$ cat src/rtl/core/ipav_pkg.sv
// Shared types, constants and helpers for the IP address text validator.
`default_nettype none

package ipav_pkg;

	localparam int MAX_V6_LENGTH_DEF = 45;

	localparam int TEXT_W   = 8;
	localparam int KIND_W   = 2;
	localparam int OCTET_W  = 10;
	localparam int GROUP_W  = 4;
	localparam int RUN_W    = 3;
	localparam int ODIG_W   = 3;
	localparam int DOTS_W   = 2;
	localparam int GSUM_W   = 5;

	localparam logic [TEXT_W-1:0] CH_ZERO  = 8'h30;
	localparam logic [TEXT_W-1:0] CH_NINE  = 8'h39;
	localparam logic [TEXT_W-1:0] CH_LO_A  = 8'h61;
	localparam logic [TEXT_W-1:0] CH_LO_F  = 8'h66;
	localparam logic [TEXT_W-1:0] CH_UP_A  = 8'h41;
	localparam logic [TEXT_W-1:0] CH_UP_F  = 8'h46;
	localparam logic [TEXT_W-1:0] CH_DOT   = 8'h2e;
	localparam logic [TEXT_W-1:0] CH_COLON = 8'h3a;

	localparam logic [GROUP_W-1:0] GROUP_SAT   = 4'd15;
	localparam logic [RUN_W-1:0]   RUN_SAT     = 3'd5;
	localparam logic [RUN_W-1:0]   RUN_MAX     = 3'd4;
	localparam logic [ODIG_W-1:0]  ODIG_SAT    = 3'd4;
	localparam logic [ODIG_W-1:0]  ODIG_MAX    = 3'd3;
	localparam logic [DOTS_W-1:0]  DOTS_MAX    = 2'd3;
	localparam logic [OCTET_W-1:0] OCTET_MAX   = 10'd255;
	localparam logic [GSUM_W-1:0]  V6_GROUPS   = 5'd8;

	typedef enum logic [KIND_W-1:0] {
		KIND_INVALID = 2'd0,
		KIND_IPV4    = 2'd1,
		KIND_IPV6    = 2'd2
	} kind_t;

	function automatic logic octet_ok(
		input logic [OCTET_W-1:0] value,
		input logic [ODIG_W-1:0]  digits,
		input logic               lead_zero
	);
		logic ok;
		ok = (digits != '0) && (digits <= ODIG_MAX);
		if (lead_zero && (digits > 3'd1))
			ok = 1'b0;
		if (value > OCTET_MAX)
			ok = 1'b0;
		return ok;
	endfunction

endpackage

`default_nettype wire

$ cat src/rtl/core/ipav_scan.sv
// Per-character scanner state and end-of-string classification.
`default_nettype none

module ipav_scan import ipav_pkg::*; #(
	parameter int MAX_V6_LENGTH = MAX_V6_LENGTH_DEF
) (
	input  wire logic              clk,
	input  wire logic              arst_n,
	input  wire logic              step,
	input  wire logic [TEXT_W-1:0] text_byte,
	input  wire logic              final_byte,
	output kind_t                  kind
);

	localparam int CW = $clog2(MAX_V6_LENGTH + 2);
	localparam logic [CW-1:0] CHAR_SAT = CW'(MAX_V6_LENGTH + 1);
	localparam logic [CW-1:0] CHAR_MAX = CW'(MAX_V6_LENGTH);

	logic [CW-1:0]      char_q, char_n;
	logic [GROUP_W-1:0] group_q, group_n;
	logic               dcolon_q, dcolon_n;
	logic [RUN_W-1:0]   run_q, run_n;
	logic [OCTET_W-1:0] oval_q, oval_n;
	logic [ODIG_W-1:0]  odig_q, odig_n;
	logic               ozero_q, ozero_n;
	logic [DOTS_W-1:0]  dots_q, dots_n;
	logic               nondec_q, nondec_n;
	logic               colon_q, colon_n;
	logic               prevc_q, prevc_n;
	logic               fail_q, fail_n;

	logic               is_num, is_hexl, is_dot, is_colon;
	logic               colon_pair;
	logic [3:0]         dval;
	logic [GSUM_W-1:0]  groups;
	logic               v6_ok, quad_ok;
	logic [RUN_W-1:0]   run_inc;

	always_comb begin
		is_num   = (text_byte >= CH_ZERO) && (text_byte <= CH_NINE);
		is_hexl  = ((text_byte >= CH_LO_A) && (text_byte <= CH_LO_F)) ||
		           ((text_byte >= CH_UP_A) && (text_byte <= CH_UP_F));
		is_dot   = (text_byte == CH_DOT);
		is_colon = (text_byte == CH_COLON);
		dval     = text_byte[3:0];
		run_inc  = (run_q < RUN_SAT) ? run_q + 3'd1 : run_q;
	end

	always_comb begin
		char_n     = char_q;
		group_n    = group_q;
		dcolon_n   = dcolon_q;
		run_n      = run_q;
		oval_n     = oval_q;
		odig_n     = odig_q;
		ozero_n    = ozero_q;
		dots_n     = dots_q;
		nondec_n   = nondec_q;
		colon_n    = colon_q;
		prevc_n    = 1'b0;
		fail_n     = fail_q;
		colon_pair = 1'b0;

		// a leading single colon must be followed by a second one
		if (prevc_q && (char_q == CW'(1)) && !is_colon)
			fail_n = 1'b1;

		if (is_num) begin
			run_n = run_inc;
			if (odig_q == '0)
				ozero_n = (dval == 4'd0);
			if (odig_q < ODIG_MAX)
				oval_n = (oval_q << 3) + (oval_q << 1) + OCTET_W'(dval);
			if (odig_q < ODIG_SAT)
				odig_n = odig_q + 3'd1;
		end else if (is_hexl) begin
			if (dots_q != '0)
				fail_n = 1'b1;
			nondec_n = 1'b1;
			run_n    = run_inc;
		end else if (is_dot) begin
			if (nondec_q || !octet_ok(oval_q, odig_q, ozero_q) || (dots_q == DOTS_MAX))
				fail_n = 1'b1;
			else
				dots_n = dots_q + 2'd1;
			oval_n  = '0;
			odig_n  = '0;
			ozero_n = 1'b0;
			run_n   = '0;
		end else if (is_colon) begin
			if (dots_q != '0)
				fail_n = 1'b1;
			if (prevc_q) begin
				if (dcolon_q)
					fail_n = 1'b1;
				dcolon_n   = 1'b1;
				colon_pair = 1'b1;
			end else if (char_q != '0) begin
				if ((run_q == '0) || (run_q > RUN_MAX))
					fail_n = 1'b1;
				if (group_q != GROUP_SAT)
					group_n = group_q + 4'd1;
			end
			colon_n  = 1'b1;
			oval_n   = '0;
			odig_n   = '0;
			ozero_n  = 1'b0;
			run_n    = '0;
			dots_n   = '0;
			nondec_n = 1'b0;
			prevc_n  = 1'b1;
		end else begin
			fail_n = 1'b1;
		end

		if (char_q < CHAR_SAT)
			char_n = char_q + CW'(1);
	end

	always_comb begin
		kind    = KIND_INVALID;
		quad_ok = (dots_n == DOTS_MAX) && !nondec_n && octet_ok(oval_n, odig_n, ozero_n);
		groups  = GSUM_W'(group_n);
		v6_ok   = (char_n <= CHAR_MAX);
		if (is_colon && !colon_pair)
			v6_ok = 1'b0;
		if (dots_n != '0) begin
			if (quad_ok)
				groups = groups + 5'd2;
			else
				v6_ok = 1'b0;
		end else if (run_n != '0) begin
			if (run_n > RUN_MAX)
				v6_ok = 1'b0;
			groups = groups + 5'd1;
		end
		if (!fail_n) begin
			if (!colon_n) begin
				if (quad_ok)
					kind = KIND_IPV4;
			end else if (v6_ok) begin
				if (dcolon_n ? (groups < V6_GROUPS) : (groups == V6_GROUPS))
					kind = KIND_IPV6;
			end
		end
	end

	always_ff @(posedge clk or negedge arst_n) begin
		if (!arst_n) begin
			char_q   <= '0;
			group_q  <= '0;
			dcolon_q <= 1'b0;
			run_q    <= '0;
			oval_q   <= '0;
			odig_q   <= '0;
			ozero_q  <= 1'b0;
			dots_q   <= '0;
			nondec_q <= 1'b0;
			colon_q  <= 1'b0;
			prevc_q  <= 1'b0;
			fail_q   <= 1'b0;
		end else if (step) begin
			if (final_byte) begin
				char_q   <= '0;
				group_q  <= '0;
				dcolon_q <= 1'b0;
				run_q    <= '0;
				oval_q   <= '0;
				odig_q   <= '0;
				ozero_q  <= 1'b0;
				dots_q   <= '0;
				nondec_q <= 1'b0;
				colon_q  <= 1'b0;
				prevc_q  <= 1'b0;
				fail_q   <= 1'b0;
			end else begin
				char_q   <= char_n;
				group_q  <= group_n;
				dcolon_q <= dcolon_n;
				run_q    <= run_n;
				oval_q   <= oval_n;
				odig_q   <= odig_n;
				ozero_q  <= ozero_n;
				dots_q   <= dots_n;
				nondec_q <= nondec_n;
				colon_q  <= colon_n;
				prevc_q  <= prevc_n;
				fail_q   <= fail_n;
			end
		end
	end

endmodule

`default_nettype wire

$ cat src/rtl/core/ip_address_text_validator.sv
// Top level of the IP address text validator: input stage, scanner, result register.
// One character per request on the input stream, tlast on the final character.
// Each character is registered, then classified combinationally by the scanner,
// so the block takes a new character every clock unless stalled as below; a final
// character's result passes through the input register and the result register.
// A result (0 invalid, 1 IPv4, 2 IPv6) is issued only for the final character of
// each string and waits in the result register while further characters keep
// flowing, stalling input only when a second result would overwrite one untaken.
`default_nettype none

module ip_address_text_validator import ipav_pkg::*; #(
	parameter int MAX_V6_LENGTH = MAX_V6_LENGTH_DEF
) (
	input  wire logic       clk,
	input  wire logic       arst_n,
	input  wire logic       s_axis_tvalid,
	output logic            s_axis_tready,
	input  wire logic [7:0] s_axis_tdata,   // [7:0] text_byte
	input  wire logic       s_axis_tlast,   // final_byte
	output logic            m_axis_tvalid,
	input  wire logic       m_axis_tready,
	output logic [7:0]      m_axis_tdata    // [1:0] address_kind, [7:2] zero
);

	logic              valid_s1;
	logic [TEXT_W-1:0] byte_s1;
	logic              last_s1;
	logic              advance;
	logic              out_valid_q;
	kind_t             kind_q;
	kind_t             kind;

	always_comb begin
		advance       = valid_s1 && (!last_s1 || !out_valid_q || m_axis_tready);
		s_axis_tready = !valid_s1 || advance;
		m_axis_tvalid = out_valid_q;
		m_axis_tdata  = {6'd0, kind_q};
	end

	always_ff @(posedge clk or negedge arst_n) begin
		if (!arst_n) begin
			valid_s1 <= 1'b0;
		end else if (s_axis_tvalid && s_axis_tready) begin
			valid_s1 <= 1'b1;
		end else if (advance) begin
			valid_s1 <= 1'b0;
		end
	end

	always_ff @(posedge clk) begin
		if (s_axis_tvalid && s_axis_tready) begin
			byte_s1 <= s_axis_tdata;
			last_s1 <= s_axis_tlast;
		end
	end

	ipav_scan #(
		.MAX_V6_LENGTH(MAX_V6_LENGTH)
	) u_scan (
		.clk        (clk),
		.arst_n     (arst_n),
		.step       (advance),
		.text_byte  (byte_s1),
		.final_byte (last_s1),
		.kind       (kind)
	);

	always_ff @(posedge clk or negedge arst_n) begin
		if (!arst_n) begin
			out_valid_q <= 1'b0;
			kind_q      <= KIND_INVALID;
		end else if (advance && last_s1) begin
			out_valid_q <= 1'b1;
			kind_q      <= kind;
		end else if (m_axis_tready) begin
			out_valid_q <= 1'b0;
		end
	end

endmodule

`default_nettype wire

$ cat config.mk
export PLATFORM = sky130hd
export DESIGN_NAME = ip_address_text_validator
export DESIGN_NICKNAME = d
export VERILOG_FILES = /design/src/rtl/core/ipav_pkg.sv /design/src/rtl/core/ipav_scan.sv /design/src/rtl/core/ip_address_text_validator.sv
export SDC_FILE = /design/constraint.sdc
export NUM_CORES = 1
export LEC_CHECK = 0
export ABC_CLOCK_PERIOD_IN_PS = 4300
export BUFFER_PORTS_ARGS = -buffer_cell sky130_fd_sc_hd__buf_2
export CORE_MARGIN = 4
export CORE_UTILIZATION = 55
export CTS_CLUSTER_DIAMETER = 150
export DETAILED_ROUTE_END_ITERATION = 10
export PLACE_DENSITY = 0.72
export SLEW_MARGIN = 0
export SYNTH_ARGS = -nofsm -noshare
export SYNTH_HDL_FRONTEND = slang
export SYNTH_SLANG_ARGS = --single-unit
export TNS_END_PERCENT = 1
$ cat constraint.sdc
create_clock -name clk -period 4.3 [get_ports clk]
set_clock_uncertainty 0.1 [all_clocks]
set_input_delay 0.645 -clock clk [delete_from_list [all_inputs] [get_ports clk]]
set_output_delay 0.645 -clock clk [all_outputs]
set_load 0.02 [all_outputs]
==> impl_metrics.toml, run 1 <==
[placement]
port_buffers = 16
hpwl_um = 5490
pre_cts_ws_ps = 877
gp_congestion = 0.940

[sta]
tightest_slew_ps = 909
hold_viol = 0
fmax_ghz = 0.290
slew_viol_final = 0
fin_ws_ps = 847
fin_crit_sh_pct = 80.3
setup_viol = 0
setup_tns_ps = 0
slew_headroom_pct = 39.4
period_minus_slack_ps = 3450
rsz0062_at_grt = "no"

[synthesis]
synth-seq-cells = 47
synth_top_area_cell = "dfrtp_1"
syn_area_um2 = 3440
ys.flop_type = "dfrtp_1"
synth_cell_types = 70
async_reset_ff_share_pct = 80.9
postSynthCellCount = 372
avgSynthCellArea_um2 = 9.24
yosys-top-cells-area = "dfrtp_1, ha_1, edfxtp_1"
synth_top_cell_area_share_pct = 27.7
synth_edf_count = 9
yosysSeqAreaShare_pct = 35.5
synth-warning-count = 0

[floorplan]
core-area_um2 = 5990
start_util_pct = 57.4
die_w_um = 87.1
rows = 28
io_pins = 23
die_y_um = 87.1
die_area_um2 = 7580

[global_route]
antenna_found_initial = 0
grt.total_usage_pct = 21.4
grt_pass1_wl_um = 12800
grt_pass1_vias = 2676
gr-total-overflow = 0
grt_start_max_net_pins = 39

[worst_setup_path]
worstSetupPathType = "register to register"
crit_path_top_delay_cell = "edfxtp_1"
cp_max_fo = 14
arrival_ps = 3560
crit_top_cell = "ha_1"
r2r_setup_slack_ps = 850
critPathCaptureType = "register"
critPathMaxStageDelay_ps = 610
crit_chain = "ha_1, ha_1, inv_1, fa_1, nor2b_1, o31a_1, o31ai_1, xnor2_1, a22oi_1, and3_4, o311ai_2, mux2i_1, a22o_1"
crit_required_ps = 4400
cp-start-kind = "register"

[hold_path]
hold_class = "input port to asynchronous set/reset pin"

[cells_and_area]
multi_input_area_um2 = 2050
antennaDiodeCount = 0
seq_area_um2 = 1220
nNetsFinal = 425
n_fill_cell = 519
drive_gt1_share_pct = 10.2
area_growth_pct = 5.61

[clocking]
cts_max_level = 2
clock_tree.root_cell = "clkbuf_8"
clkSinkCount = 47
cts_resized = 0
cts_buffer_depth = 2
clk-insertion-delay-late_ps = 300
clkTransAtPathRegs_ps = 90
cts_setup_buffers = 0
cts_hold_buf = 0
numCtsBuffers = 5
tritoncts = "built"

[detailed_routing]
ant_nets = 0
drtIter0Drc = 200
wirelength_um = 7560
vias = 2886
wl_per_cell_um = 16.5
dr.pass1.iters = 5
viasPerCell = 6.29
drc_errors = 0

[flow_run]
cap_viol_max_count = 0

[power]
power.density_nw_per_um2 = 268
p_leak_nw = 1.59
peakVddDrop_mv = 0.223

[outcome]
status = "completed"
## kinds of logic after synthesis
family | share of synthesized area, %
AOI/OAI and AO/OA | 22.9
xor gates and xnor gates | 2.80
adders and majority gates | 11.0
buffers and inverters | 5.50
DFF | 35.5
muxes | 1.24
other | 0.109
and+or+nand+nor | 21.0
## registers in the layout (all words and copies together) (netlist names)
name	cells
u_scan.group_q	4
u_scan.colon_q	1
valid_s1	1
u_scan.fail_q	1
kind_q	2
u_scan.dcolon_q	1
byte_s1	8
u_scan.char_q	6
u_scan.oval_q	10
u_scan.nondec_q	1
u_scan.dots_q	2
u_scan.ozero_q	1
last_s1	1
u_scan.prevc_q	1
u_scan.run_q	3
u_scan.odig_q	3
m_axis_tvalid	1
## final cells by class
class	count	area share (%)
timing repair buffer	17	2.41
clock buffer	7	2.38
inverter	24	2.48
sequential	47	33.6
tap	75	2.59
clock inverter	1	0.138
multi-input combinational	288	56.4
## cell usage after synthesis, drive strengths merged, types with 3 or more instances
cell	count
xor2	6
nor3b	3
clkbuf	10
nand3	10
nor2b	7
nor2	19
nand2	27
edfxtp	9
o21a	3
and3	9
o21ai	27
nand3b	4
dfrtp	38
inv	24
buf	8
ha	27
a31oi	9
or3	4
xnor2	5
nand4	7
o31ai	6
a21oi	18
nor3	8
nor4	6
o22ai	4
a21o	3
o211ai	4
a22o	7
o2111ai	5
o41ai	3
a211oi	3
or2	3
and2	5
nand2b	6
## metal layers
layer / vias up / track usage [%] / share of wire, %
met3: 7 / 3.41 / 6.3
met1: 1370 / 31.1 / 48
met4: 0 / 6.66 / 0.94
li1: 1410 / - / -
met2: 99 / 32.5 / 45
met5: - / 0 / 0
## cells in the final DEF, fill, tap and decap left out, types with 5 or more instances in the layout
master / Yosys / routed
a22o_1: 7 / 7
buf_2: 1 / 16
nand2b_1: 6 / 6
and2_1: 5 / 5
inv_1: 23 / 23
xnor2_1: 5 / 5
ha_1: 27 / 27
nor2_1: 19 / 19
a21oi_1: 17 / 17
nand4_1: 7 / 7
xor2_1: 6 / 6
dfrtp_1: 38 / 38
o21ai_0: 26 / 26
o31ai_1: 5 / 5
nand3_1: 9 / 9
and3_1: 8 / 8
o2111ai_1: 5 / 5
edfxtp_1: 9 / 9
nand2_1: 27 / 27
nor2b_1: 7 / 7
clkbuf_8: 0 / 6
conb_1: 1 / 6
nor3_1: 8 / 8
a31oi_1: 9 / 9
## final timing paths
path,cells past startpoint,end,start
worst max register to register,13,kind_q[1],byte_s1[2]
worst max-delay path,13,kind_q[1],byte_s1[2]
max in group asynchronous,1,u_scan.run_q[2],arst_n
worst min register to register,1,kind_q[1],kind_q[1]
min in group clk,1,kind_q[1],kind_q[1]
worst min-delay path,1,u_scan.oval_q[0],arst_n
## worst max-delay path, delay by kind of cell, from the launching register on
family | cells | cell delay, ps
fa+ha+maj | 3 | 790
simple gates | 2 | 340
buf+inv | 1 | 70
compound gates | 5 | 1180
mux | 1 | 140
xor+xnor | 1 | 110
flops | 1 | 610
## through the flow
stage	power [mW]	utilization (%)	hold slack, ps	std cells	cell area (um2)
after global routing	1.03	60.6	390	459	3630
final	0.973	60.6	366	459	3630
after floorplan	0.650	-	249	377	3460
after global placement	0.692	59.1	385	451	3540
after detailed placement	0.696	59.1	394	451	3540
after CTS	0.980	60.6	396	459	3630
## power breakdown
part           internal, mW  leakage, nW  switching (mW)  total [mW]
clock network         0.130       0.0482           0.154       0.284
registers             0.477        0.607          0.0354       0.512
logic                0.0647        0.931           0.112       0.177
total                 0.672         1.59           0.301       0.973
Note: power is estimated with default switching activity, not from simulation.
==> run 2: changes to the inputs <==
--- a/config.mk
+++ b/config.mk
@@ -5,7 +5,7 @@
 export SDC_FILE = /design/constraint.sdc
 export NUM_CORES = 1
 export LEC_CHECK = 0
-export ABC_CLOCK_PERIOD_IN_PS = 4300
+export ABC_CLOCK_PERIOD_IN_PS = 3400
 export BUFFER_PORTS_ARGS = -buffer_cell sky130_fd_sc_hd__buf_2
 export CORE_MARGIN = 4
 export CORE_UTILIZATION = 55
==> constraint.sdc (replaced) <==
create_clock -name clk -period 3.4 [get_ports clk]
set_clock_uncertainty 0.1 [all_clocks]
set_input_delay 0.51 -clock clk [delete_from_list [all_inputs] [get_ports clk]]
set_output_delay 0.51 -clock clk [all_outputs]
set_load 0.02 [all_outputs]
==> run 2 against run 1 <==
Net effect: register-to-register slack worse by 760 ps; maximum frequency up 4.1%; final cell count up 3.1%; first-iteration DRC count down 11%; global-route usage up 0.54 points; power up 34%; setup slack worse by 760 ps; routed wire length up 2.6%; core utilization up 2.9 points; clock-buffer cell count down 2; cell area up 4.7%; critical path type unchanged; highest routed layer unchanged.
==> impl_metrics.toml, run 2 (synthesis gave the netlist of run 1 again) <==
[outcome]
status = "completed"

[worst_setup_path]
cp_max_fo = 4
timing.rr.end = "kind_q[1]"
crit_end = "kind_q[1]"
crit_required_ps = 3490
critPathCaptureType = "register"
cp-start-kind = "register"
r2r-start = "u_scan.oval_q[2]"
worstSetupStartpoint = "u_scan.oval_q[2]"
ff2ff_path_depth = 14
worstSetupPathType = "register to register"
arrival_ps = 3410
r2r_setup_slack_ps = 80

[clocking]
tritoncts = "built"
clkTransAtPathRegs_ps = 100
cts_hold_buf = 0
clk-insertion-delay-late_ps = 310
clkSinkCount = 47
clock_tree.root_cell = "clkbuf_8"
cts_max_level = 2
numCtsBuffers = 5
cts_buffer_depth = 2

[cells_and_area]
top_register = "u_scan.oval_q"
antennaDiodeCount = 0
nNetsFinal = 439
final_area_um2 = 3800
largest_registers = "u_scan.oval_q x10, byte_s1 x8, u_scan.char_q x6"
layout_common_cells = "dfrtp_1, nand2_1, o21ai_0, ha_1, inv_1"
area_growth_pct = 10.6
layout.cells.non_filler = 473
mostFrequentLayoutCell = "dfrtp_1"
post-route-util_pct = 63.5
largest_reg_flops = 10
drive_gt1_share_pct = 15.6

[placement]
port_buffers = 16
dpl.cell_count = 461
gp_congestion = 0.880
hpwl_um = 5670
placed_area_um2 = 3610

[power]
peakVddDrop_mv = 0.317
power.density_nw_per_um2 = 342
p_leak_nw = 1.67
power_mw = 1.30

[sta]
fin_crit_sh_pct = 97.5
hold_viol = 0
setup_tns_ps = 0
tightest_slew_ps = 910
period_minus_slack_ps = 3320
slew_headroom_pct = 39.3
slew_viol_final = 0
fmax_ghz = 0.302
setup_viol = 0

[detailed_routing]
ant_nets = 0
vias = 2927
drtIter0Drc = 179
wirelength_um = 7750
dr.pass1.iters = 5
wl_per_cell_um = 16.4
drc_errors = 0
viasPerCell = 6.19

[global_route]
gr-total-overflow = 0
grt_pass1_wl_um = 13200
grt_pass1_vias = 2798
grt.total_usage_pct = 21.9
antenna_found_initial = 0
grt_start_max_net_pins = 39

[floorplan]
core-area_um2 = 5990
die_w_um = 87.1
rows = 28
die_area_um2 = 7580
io_pins = 23
start_util_pct = 57.4
die_y_um = 87.1

[flow_run]
cap_viol_max_count = 0

[hold_path]
hold_class = "input port to asynchronous set/reset pin"
run 2: changes by cell type in the layout (fill, tap and decap cells not counted), sizes merged:
cell,previous run,this run
bufinv,0,1
clkbuf,7,5
clkinv,1,2
buf,17,31
run 2: worst max-delay path: stages, from the launching register on:
cell	delay, ps
dfrtp_1	400
inv_2	50
fa_2	600
inv_2	60
ha_4	250
a21o_1	120
nand4_1	160
a31oi_2	270
nor3b_2	70
a211o_1	330
buf_4	160
a41o_1	180
o211ai_1	150
mux2i_1	100
a22o_1	210
run 2: layout make-up:
| type | count | area (um2) |
|---|---|---|
| clock inverter | 3 | 38.8 |
| tap | 75 | 93.8 |
| timing repair buffer | 31 | 193 |
| sequential | 47 | 1220 |
| clock buffer | 5 | 68.8 |
| inverter | 24 | 90.1 |
| multi-input combinational | 288 | 2100 |
| fill | 493 | 2190 |
run 2: where the power goes:
part	switching [mW]	total (mW)	internal (mW)
Clock	0.190	0.406	0.216
Sequential	0.0334	0.637	0.603
Combinational	0.159	0.259	0.0997
Total	0.383	1.30	0.919
run 2: worst min-delay path by stage:
| stage | endpoint | slack [ps] | startpoint | cells past startpoint |
|---|---|---|---|---|
| 6_report | u_scan.odig_q[0] | 230 | arst_n | 1 |
| 5_1_grt | byte_s1[7] | 260 | s_axis_tdata[7] | 1 |
| 4_1_cts | u_scan.oval_q[1] | 260 | arst_n | 1 |
| 3_5_place_dp | u_scan.oval_q[7] | 390 | u_scan.oval_q[7] | 2 |
| 3_3_place_gp | u_scan.oval_q[7] | 380 | u_scan.oval_q[7] | 2 |
| 2_1_floorplan | kind_q[0] | 110 | arst_n | 0 |
run 2: layer usage:
metal	part of all wire, %	GRT usage (%)	routed length, um
met1	47	32.3	3680
met2	45	32.9	3510
met3	6.0	3.97	467
met4	1.2	5.95	92
met5	0	0	0
run 2: what timing repair did:
action | CTS | global route
gates resized for setup | 0 | 10
setup endpoints to repair | 0 | 1
setup buffers | 0 | 4
run 2: metrics by stage:
step	hold WS, ps	setup WS [ps]
after floorplan	114	313
after global placement	383	244
after detailed placement	387	152
after CTS	264	128
after global routing	263	-0.715
final	232	84.5
